File: src/mcsql_pkg.sv
package mcsql_pkg;

    localparam int NUM_CPUS_DEF = 16;

    localparam int ACTION_W = 2;
    localparam int CPU_W    = 4;
    localparam int STATUS_W = 3;

    localparam logic [ACTION_W-1:0] ACT_ACQUIRE = 2'd0;
    localparam logic [ACTION_W-1:0] ACT_RELEASE = 2'd1;
    localparam logic [ACTION_W-1:0] ACT_CANCEL  = 2'd2;

    localparam logic [1:0] CS_IDLE  = 2'd0;
    localparam logic [1:0] CS_WAIT  = 2'd1;
    localparam logic [1:0] CS_OWNER = 2'd2;

    localparam logic [STATUS_W-1:0] R_ACQUIRED  = 3'd0;
    localparam logic [STATUS_W-1:0] R_QUEUED    = 3'd1;
    localparam logic [STATUS_W-1:0] R_FREED     = 3'd2;
    localparam logic [STATUS_W-1:0] R_HANDOFF   = 3'd3;
    localparam logic [STATUS_W-1:0] R_CANCELLED = 3'd4;
    localparam logic [STATUS_W-1:0] R_OWNER     = 3'd5;
    localparam logic [STATUS_W-1:0] R_ERROR     = 3'd6;

    typedef enum logic [2:0] {
        ST_IDLE,
        ST_CHK,
        ST_RMW_P,
        ST_RMW_N,
        ST_DONE
    } t_state;

    typedef struct packed {
        logic [CPU_W-1:0]    hc;
        logic                hv;
        logic [STATUS_W-1:0] status;
    } t_result;

endpackage

File: src/mcs_queue_lock_with_cancel.sv
// Queue lock manager with cancel. Each request names a processor and an action
// (acquire, release, cancel) and produces exactly one result: acquired, queued,
// freed, handed off (with the new owner), cancelled, already owner, or error.
// Illegal requests report error and leave the queue untouched. Per-processor
// successor/predecessor/status records live in one synchronous RAM; the tail
// link is a register. A request passes through these steps from acceptance until
// the next one can be accepted: a check of the requester's record (read at
// acceptance), a read-modify-write step each for the predecessor and the
// successor when they change, a step that hands the result to the output
// register, and an idle step in which the next request is taken; a full
// output register stretches the hand-off step. All go through the RAM's single
// read and single write port. Reset brings every record to zero at once through
// per-entry valid bits; no clearing pass is needed.
module mcs_queue_lock_with_cancel #(
    parameter int NUM_CPUS = mcsql_pkg::NUM_CPUS_DEF
) (
    input  logic       i_clk,
    input  logic       i_rst_n,
    input  logic       s_axis_tvalid,
    output logic       s_axis_tready,
    input  logic [7:0] s_axis_tdata,   // action[1:0], cpu[5:2], zero[7:6]
    output logic       m_axis_tvalid,
    input  logic       m_axis_tready,
    output logic [7:0] m_axis_tdata    // status[2:0], handoff_valid[3], handoff_cpu[7:4]
);

    logic               res_valid;
    logic               res_ready;
    mcsql_pkg::t_result res;

    logic               r_out_valid;
    mcsql_pkg::t_result r_out;

    mcsql_ctrl #(
        .NUM_CPUS (NUM_CPUS)
    ) u_ctrl (
        .i_clk       (i_clk),
        .i_rst_n     (i_rst_n),
        .i_req_valid (s_axis_tvalid),
        .o_req_ready (s_axis_tready),
        .i_action    (s_axis_tdata[1:0]),
        .i_cpu       (s_axis_tdata[5:2]),
        .o_res_valid (res_valid),
        .i_res_ready (res_ready),
        .o_res       (res)
    );

    assign res_ready = !r_out_valid || m_axis_tready;

    always_ff @(posedge i_clk) begin
        if (!i_rst_n) begin
            r_out_valid <= 1'b0;
        end else if (res_ready) begin
            r_out_valid <= res_valid;
        end
    end

    always_ff @(posedge i_clk) begin
        if (res_ready && res_valid) begin
            r_out <= res;
        end
    end

    assign m_axis_tvalid = r_out_valid;
    assign m_axis_tdata  = {r_out.hc, r_out.hv, r_out.status};

endmodule

File: src/mcsql_ram.sv
module mcsql_ram #(
    parameter int WIDTH = 8,
    parameter int DEPTH = mcsql_pkg::NUM_CPUS_DEF
) (
    input  logic                     i_clk,
    input  logic                     i_we,
    input  logic [$clog2(DEPTH)-1:0] i_waddr,
    input  logic [WIDTH-1:0]         i_wdata,
    input  logic                     i_re,
    input  logic [$clog2(DEPTH)-1:0] i_raddr,
    output logic [WIDTH-1:0]         o_rdata
);

    logic [WIDTH-1:0] r_mem [DEPTH];
    logic [WIDTH-1:0] r_rdata;

    always_ff @(posedge i_clk) begin
        if (i_we) begin
            r_mem[i_waddr] <= i_wdata;
        end
        if (i_re) begin
            r_rdata <= r_mem[i_raddr];
        end
    end

    assign o_rdata = r_rdata;

endmodule

File: src/mcsql_ctrl.sv
module mcsql_ctrl #(
    parameter int NUM_CPUS = mcsql_pkg::NUM_CPUS_DEF
) (
    input  logic                                i_clk,
    input  logic                                i_rst_n,
    input  logic                                i_req_valid,
    output logic                                o_req_ready,
    input  logic [mcsql_pkg::ACTION_W-1:0]      i_action,
    input  logic [mcsql_pkg::CPU_W-1:0]         i_cpu,
    output logic                                o_res_valid,
    input  logic                                i_res_ready,
    output mcsql_pkg::t_result                  o_res
);

    localparam int AW = $clog2(NUM_CPUS);
    localparam int LW = $clog2(NUM_CPUS + 1);

    typedef struct packed {
        logic [1:0]    st;
        logic [LW-1:0] prev;
        logic [LW-1:0] nxt;
    } t_rec;

    localparam int RW = $bits(t_rec);

    function automatic logic link_ok(input logic [LW-1:0] l);
        return (l != '0) && (int'(l) <= NUM_CPUS);
    endfunction

    function automatic logic [AW-1:0] link_idx(input logic [LW-1:0] l);
        logic [LW-1:0] d;
        d = l - LW'(1);
        return AW'(d);
    endfunction

    mcsql_pkg::t_state r_state, n_state;

    logic [mcsql_pkg::ACTION_W-1:0] r_action;
    logic [mcsql_pkg::CPU_W-1:0]    r_cpu;
    logic [LW-1:0]                  r_tail, n_tail;
    logic [NUM_CPUS-1:0]            r_valid;
    logic                           r_rd_hit;

    logic                n_need_p;
    logic [AW-1:0]       r_p_addr, n_p_addr;
    logic [LW-1:0]       r_p_next, n_p_next;
    logic                r_need_n, n_need_n;
    logic [AW-1:0]       r_n_addr, n_n_addr;
    logic [LW-1:0]       r_n_prev, n_n_prev;
    logic                r_n_own,  n_n_own;
    mcsql_pkg::t_result  r_res,    n_res;

    logic          wr_c;
    t_rec          c_new;

    logic          we, re;
    logic [AW-1:0] waddr, raddr;
    t_rec          wdata;
    logic [RW-1:0] ram_q;
    t_rec          rd;

    logic [AW-1:0] cpu_addr;
    logic [LW-1:0] me;
    logic          in_range;

    assign rd       = r_rd_hit ? t_rec'(ram_q) : '0;
    assign cpu_addr = AW'(r_cpu);
    assign me       = LW'(r_cpu) + LW'(1);
    assign in_range = int'(r_cpu) < NUM_CPUS;

    mcsql_ram #(
        .WIDTH (RW),
        .DEPTH (NUM_CPUS)
    ) u_ram (
        .i_clk   (i_clk),
        .i_we    (we),
        .i_waddr (waddr),
        .i_wdata (wdata),
        .i_re    (re),
        .i_raddr (raddr),
        .o_rdata (ram_q)
    );

    // decision on the requester's record, valid in ST_CHK
    always_comb begin
        n_res        = '{hc: '0, hv: 1'b0, status: mcsql_pkg::R_ERROR};
        wr_c         = 1'b0;
        c_new        = '0;
        n_tail       = r_tail;
        n_need_p     = 1'b0;
        n_p_addr     = link_idx(r_tail);
        n_p_next     = '0;
        n_need_n     = 1'b0;
        n_n_addr     = link_idx(rd.nxt);
        n_n_prev     = '0;
        n_n_own      = 1'b0;
        if (in_range) begin
            unique case (r_action)
                mcsql_pkg::ACT_ACQUIRE: begin
                    if (rd.st == mcsql_pkg::CS_IDLE) begin
                        wr_c   = 1'b1;
                        n_tail = me;
                        if (!link_ok(r_tail)) begin
                            c_new      = '{st: mcsql_pkg::CS_OWNER, prev: '0, nxt: '0};
                            n_res.status = mcsql_pkg::R_ACQUIRED;
                        end else begin
                            c_new      = '{st: mcsql_pkg::CS_WAIT, prev: r_tail, nxt: '0};
                            n_need_p   = 1'b1;
                            n_p_addr   = link_idx(r_tail);
                            n_p_next   = me;
                            n_res.status = mcsql_pkg::R_QUEUED;
                        end
                    end
                end
                mcsql_pkg::ACT_RELEASE: begin
                    if (rd.st == mcsql_pkg::CS_OWNER) begin
                        wr_c = 1'b1;
                        if (r_tail == me || !link_ok(rd.nxt)) begin
                            if (r_tail == me) begin
                                n_tail = '0;
                            end
                            n_res.status = mcsql_pkg::R_FREED;
                        end else begin
                            n_need_n     = 1'b1;
                            n_n_prev     = '0;
                            n_n_own      = 1'b1;
                            n_res.status = mcsql_pkg::R_HANDOFF;
                            n_res.hv     = 1'b1;
                            n_res.hc     = mcsql_pkg::CPU_W'(link_idx(rd.nxt));
                        end
                    end
                end
                mcsql_pkg::ACT_CANCEL: begin
                    if (rd.st == mcsql_pkg::CS_OWNER) begin
                        n_res.status = mcsql_pkg::R_OWNER;
                    end else if (rd.st == mcsql_pkg::CS_WAIT) begin
                        wr_c         = 1'b1;
                        n_res.status = mcsql_pkg::R_CANCELLED;
                        n_need_p     = link_ok(rd.prev);
                        n_p_addr     = link_idx(rd.prev);
                        n_p_next     = '0;
                        if (r_tail == me) begin
                            n_tail = rd.prev;
                        end else if (link_ok(rd.nxt)) begin
                            n_need_n = 1'b1;
                            n_n_prev = rd.prev;
                            n_p_next = rd.nxt;
                        end
                    end
                end
                default: begin
                end
            endcase
        end
    end

    // next state
    always_comb begin
        n_state = r_state;
        unique case (r_state)
            mcsql_pkg::ST_IDLE: begin
                if (i_req_valid) begin
                    n_state = mcsql_pkg::ST_CHK;
                end
            end
            mcsql_pkg::ST_CHK: begin
                if (n_need_p) begin
                    n_state = mcsql_pkg::ST_RMW_P;
                end else if (n_need_n) begin
                    n_state = mcsql_pkg::ST_RMW_N;
                end else begin
                    n_state = mcsql_pkg::ST_DONE;
                end
            end
            mcsql_pkg::ST_RMW_P: begin
                n_state = r_need_n ? mcsql_pkg::ST_RMW_N : mcsql_pkg::ST_DONE;
            end
            mcsql_pkg::ST_RMW_N: begin
                n_state = mcsql_pkg::ST_DONE;
            end
            mcsql_pkg::ST_DONE: begin
                if (i_res_ready) begin
                    n_state = mcsql_pkg::ST_IDLE;
                end
            end
            default: begin
                n_state = mcsql_pkg::ST_IDLE;
            end
        endcase
    end

    // memory port and handshake outputs
    always_comb begin
        o_req_ready = 1'b0;
        o_res_valid = 1'b0;
        re          = 1'b0;
        raddr       = AW'(i_cpu);
        we          = 1'b0;
        waddr       = cpu_addr;
        wdata       = c_new;
        unique case (r_state)
            mcsql_pkg::ST_IDLE: begin
                o_req_ready = 1'b1;
                re          = i_req_valid;
            end
            mcsql_pkg::ST_CHK: begin
                we    = wr_c;
                re    = n_need_p || n_need_n;
                raddr = n_need_p ? n_p_addr : n_n_addr;
            end
            mcsql_pkg::ST_RMW_P: begin
                we    = 1'b1;
                waddr = r_p_addr;
                wdata = '{st: rd.st, prev: rd.prev, nxt: r_p_next};
                re    = r_need_n;
                raddr = r_n_addr;
            end
            mcsql_pkg::ST_RMW_N: begin
                we    = 1'b1;
                waddr = r_n_addr;
                wdata = '{st: r_n_own ? mcsql_pkg::CS_OWNER : rd.st,
                          prev: r_n_prev, nxt: rd.nxt};
            end
            mcsql_pkg::ST_DONE: begin
                o_res_valid = 1'b1;
            end
            default: begin
            end
        endcase
    end

    assign o_res = r_res;

    always_ff @(posedge i_clk) begin
        if (!i_rst_n) begin
            r_state  <= mcsql_pkg::ST_IDLE;
            r_tail   <= '0;
            r_valid  <= '0;
            r_rd_hit <= 1'b0;
        end else begin
            r_state <= n_state;
            if (re) begin
                r_rd_hit <= r_valid[raddr];
            end
            if (we) begin
                r_valid[waddr] <= 1'b1;
            end
            if (r_state == mcsql_pkg::ST_CHK) begin
                r_tail <= n_tail;
            end
        end
    end

    always_ff @(posedge i_clk) begin
        if (r_state == mcsql_pkg::ST_IDLE && i_req_valid) begin
            r_action <= i_action;
            r_cpu    <= i_cpu;
        end
        if (r_state == mcsql_pkg::ST_CHK) begin
            r_p_addr <= n_p_addr;
            r_p_next <= n_p_next;
            r_need_n <= n_need_n;
            r_n_addr <= n_n_addr;
            r_n_prev <= n_n_prev;
            r_n_own  <= n_n_own;
            r_res    <= n_res;
        end
    end

`ifndef NO_ASSERTIONS
    a_no_write_idle: assert property (@(posedge i_clk) disable iff (!i_rst_n)
        (r_state == mcsql_pkg::ST_IDLE || r_state == mcsql_pkg::ST_DONE) |-> !we)
        else $error("record write outside an update step");

    a_handoff_flag: assert property (@(posedge i_clk) disable iff (!i_rst_n)
        o_res_valid |-> (o_res.hv == (o_res.status == mcsql_pkg::R_HANDOFF)))
        else $error("handoff flag disagrees with status");

    a_neighbor_distinct: assert property (@(posedge i_clk) disable iff (!i_rst_n)
        (r_state == mcsql_pkg::ST_RMW_P || r_state == mcsql_pkg::ST_RMW_N)
            |-> waddr != cpu_addr)
        else $error("neighbor update aliases requester record");

    a_tail_range: assert property (@(posedge i_clk) disable iff (!i_rst_n)
        r_tail == '0 || link_ok(r_tail))
        else $error("tail link out of range");
`endif

endmodule

File: config.mk
export PLATFORM = sky130hd
export DESIGN_NAME = mcs_queue_lock_with_cancel
export DESIGN_NICKNAME = d
export VERILOG_FILES = /design/src/mcsql_pkg.sv /design/src/mcs_queue_lock_with_cancel.sv /design/src/mcsql_ram.sv /design/src/mcsql_ctrl.sv
export SDC_FILE = /design/constraint.sdc
export NUM_CORES = 1
export LEC_CHECK = 0
export BUFFER_PORTS_ARGS = -buffer_cell sky130_fd_sc_hd__buf_4
export CAP_MARGIN = 15
export CORE_MARGIN = 3
export CORE_UTILIZATION = 54
export CTS_CLUSTER_DIAMETER = 200
export DETAILED_ROUTE_END_ITERATION = 8
export GPL_TIMING_DRIVEN = 0
export PLACE_DENSITY = 0.79
export SYNTH_ARGS = -nofsm -noshare
export SYNTH_HDL_FRONTEND = slang
export SYNTH_SLANG_ARGS = --single-unit
File: constraint.sdc
create_clock -name i_clk -period 6.3 [get_ports i_clk]
set_input_delay 0.315 -clock i_clk [delete_from_list [all_inputs] [get_ports i_clk]]
set_output_delay 0.315 -clock i_clk [all_outputs]
set_load 0.05 [all_outputs]
==> qor.yml <==
outcome:
  status: "finished clean"
placement:
  gp_congestion: 0.913
  io_buffers: 19
  dp_slack_ps: 1890
  placed_cell_area_um2: 12300
  place_hpwl_mm: 20.1
yosys:
  yosysWarnings: 0
  synth_cell_types: 62
  synthCells: 946
  synth-edff-count: 246
  syn-num-nets: 972
  synth_most_common_cell: "edfxtp_1"
  yosysTopAreaCell: "edfxtp_1"
  async_reset_ff_share_pct: 0
  syn_avg_cell_area_um2: 12.4
  netlist_area_um2: 11700
  yosysTopAreaCellShare_pct: 62.9
  synth_seq_area_share_pct: 67.3
  ys_ff_latch: 272
  synthTopCellsByArea: "edfxtp_1, nand2_1, dfxtp_1"
  synth_commonest_cells: "edfxtp_1, nand2_1, nor2_1, a211oi_1"
  ys.flop_type: "edfxtp_1"
grt:
  grt_usage_pct: 24.3
  grt_pass1_vias: 7560
  grt_start_max_net_pins: 35
  antenna_found_initial: 0
  grt_pass1_wl_mm: 43.9
  grt_overflow: 0
sta:
  skew_ps: 23.6
  final-setup-viol-count: 0
  rsz0062_at_grt: "no"
  period_share_pct: 72.8
  hold_violations: 0
  slew_violations: 0
  whs_ps: 57.4
  tightest_slew_ps: 1210
  slew_headroom_pct: 19.3
  fin_crit_ps: 4580
  fmax_ghz: 0.218
  fin_ws_ps: 1720
  setup_tns_ps: 0
power_and_ir_drop:
  switching_share_pct: 24.5
  intPower_w: 0.00305
  p_seq_share_pct: 49.9
  p_clk_share_pct: 39.0
  p_leak_nw: 4.77
  comb_power_share_pct: 11.1
  p_per_area_nw_per_um2: 301
  p_switching_w: 0.000988
  peakVddDrop_v: 0.000271
drt:
  routed_wl_mm: 29.6
  ant_nets: 0
  wl_per_cell_um: 22.5
  vias_per_cell: 6.20
  vias: 8148
  drt_iter0_markers: 1044
  dr.pass1.iters: 5
  drc: 0
finish:
  multiInputGateArea_um2: 3490
  final_util_pct: 63.1
  seqCellArea_um2: 7910
  final_area_um2: 13400
  diodes: 0
  area_growth_pct: 14.0
  layout-drive-gt1-share_pct: 11.3
  fillers: 1575
  final_nets: 1046
worst_setup_path:
  arrival_ps: 4840
  end_kind: "flip-flop"
  start_kind: "flip-flop"
  critPathRequiredTime_ps: 6560
  reg2reg_depth: 15
  path_max_fanout: 10
  critPathKind: "reg -> reg"
clock_tree:
  cts.sinks: 272
  postCtsHoldBufs: 6
  clk_path_buf_depth: 3
  cts_htree_levels: 1
  cts-root-buf: "clkbuf_16"
  path_clk_slew_ps: 60
  cts_resized: 0
  cts_buffers: 27
  tritoncts: "built"
  clk_latency_ps: 550
  post_cts_buffers: 0
floorplanning:
  die_area_um2: 23600
  io_pins: 22
  coreArea_um2: 21200
  rows: 53
  fp.dieW_um: 154
  start_util_pct: 55.4
  die_h_um: 154
hold_path:
  hold_path.class: "in -> reg"
  hold_depth: 3
flow_run:
  cap_violations: 0
==> kinds of logic after synthesis <==
kind of cell / Yosys count / share of synthesized area (%)
flops: 272 / 67.3
buf+inv: 77 / 3.17
xor+xnor: 14 / 1.17
compound gates: 199 / 12.3
mux: 13 / 1.13
fa+ha+maj: 14 / 1.49
simple gates: 357 / 13.4
==> per-layer routing <==
| layer | vias to the layer above | GRT usage [%] | share of wire [%] |
|---|---|---|---|
| li1 | 3686 | - | - |
| met2 | 454 | 37.3 | 45 |
| met5 | - | 0 | 0 |
| met3 | 91 | 5.91 | 11 |
| met4 | 0 | 7.44 | 3.4 |
| met1 | 3917 | 35.0 | 40 |
==> cell type report <==
type | count | share of cell area [%]
flip-flops and latches | 272 | 59.0
plain buffers | 58 | 2.25
clock inverters | 14 | 1.21
clock buffers | 35 | 5.27
repair buffers | 45 | 3.05
multi-input cells | 597 | 26.1
inverters | 19 | 0.532
well taps | 275 | 2.57
==> flip-flops by register name, indices dropped and copies added, names as in the netlist <==
| signal | cells |
|---|---|
| u_ctrl.r_rd_hit | 1 |
| u_ctrl.r_valid | 16 |
| u_ctrl.o_res | 8 |
| u_ctrl.r_action | 2 |
| u_ctrl.r_tail | 5 |
| m_axis_tdata | 8 |
| u_ctrl.r_n_own | 1 |
| u_ctrl.r_need_n | 1 |
| u_ctrl.r_n_addr | 4 |
| u_ctrl.r_n_prev | 5 |
| u_ctrl.r_p_next | 5 |
| u_ctrl.cpu_addr | 4 |
| u_ctrl.r_p_addr | 4 |
| m_axis_tvalid | 1 |
| u_ctrl.r_state | 3 |
| u_ctrl.u_ram.r_mem | 192 |
| u_ctrl.u_ram.o_rdata | 12 |
==> layout by cell type (no fill, tap or decap), types with 26 or more instances in the layout <==
master | synthesis | routed
clkbuf_1 | 30 | 38
a211oi_1 | 54 | 54
nand2_1 | 168 | 168
nor2_1 | 85 | 85
nand3_1 | 28 | 28
a31oi_1 | 27 | 26
buf_4 | 3 | 33
edfxtp_1 | 246 | 246
dfxtp_1 | 26 | 26
a21oi_1 | 30 | 29
clkbuf_16 | 0 | 27
==> power groups by stage <==
stage	Combinational, W	Clock (W)	Sequential (W)
finish	0.000448	0.00158	0.00201
global route	0.000476	0.00165	0.00201
CTS	0.000432	0.00158	0.00201
detailed placement	0.000427	0	0.00205
global placement	0.000420	0	0.00205
floorplan	0.000278	0	0.00205
==> final timing paths <==
check / end / slack [ps] / from
min: u_ctrl.r_rd_hit / 60 / i_rst_n
min reg2reg: m_axis_tdata[3] / 420 / u_ctrl.o_res[3]
max: u_ctrl.u_ram.o_rdata[4] / 1720 / u_ctrl.r_rd_hit
max reg2reg: u_ctrl.u_ram.o_rdata[4] / 1720 / u_ctrl.r_rd_hit
==> critical path, cell delays in order (launching register included) <==
cell and delay [ps]:
dfxtp_1 300, buf_2 180, clkbuf_1 350, and2_1 280, inv_1 80, ha_1 260, nand3b_1 260, buf_4 230
a21oi_1 180, a221oi_2 100, nor2_1 350, buf_2 340, clkbuf_1 470, a31oi_1 270, a211oi_1 500, a31oi_1 100
==> metrics by stage <==
| stage | cells | power, W |
|---|---|---|
| finish | 1315 | 0.00404 |
| global route | 1315 | 0.00414 |
| CTS | 1302 | 0.00403 |
| detailed placement | 1247 | 0.00248 |
| global placement | 1240 | 0.00247 |
| floorplan | 946 | 0.00233 |
Note: power is estimated with default switching activity, not from simulation.
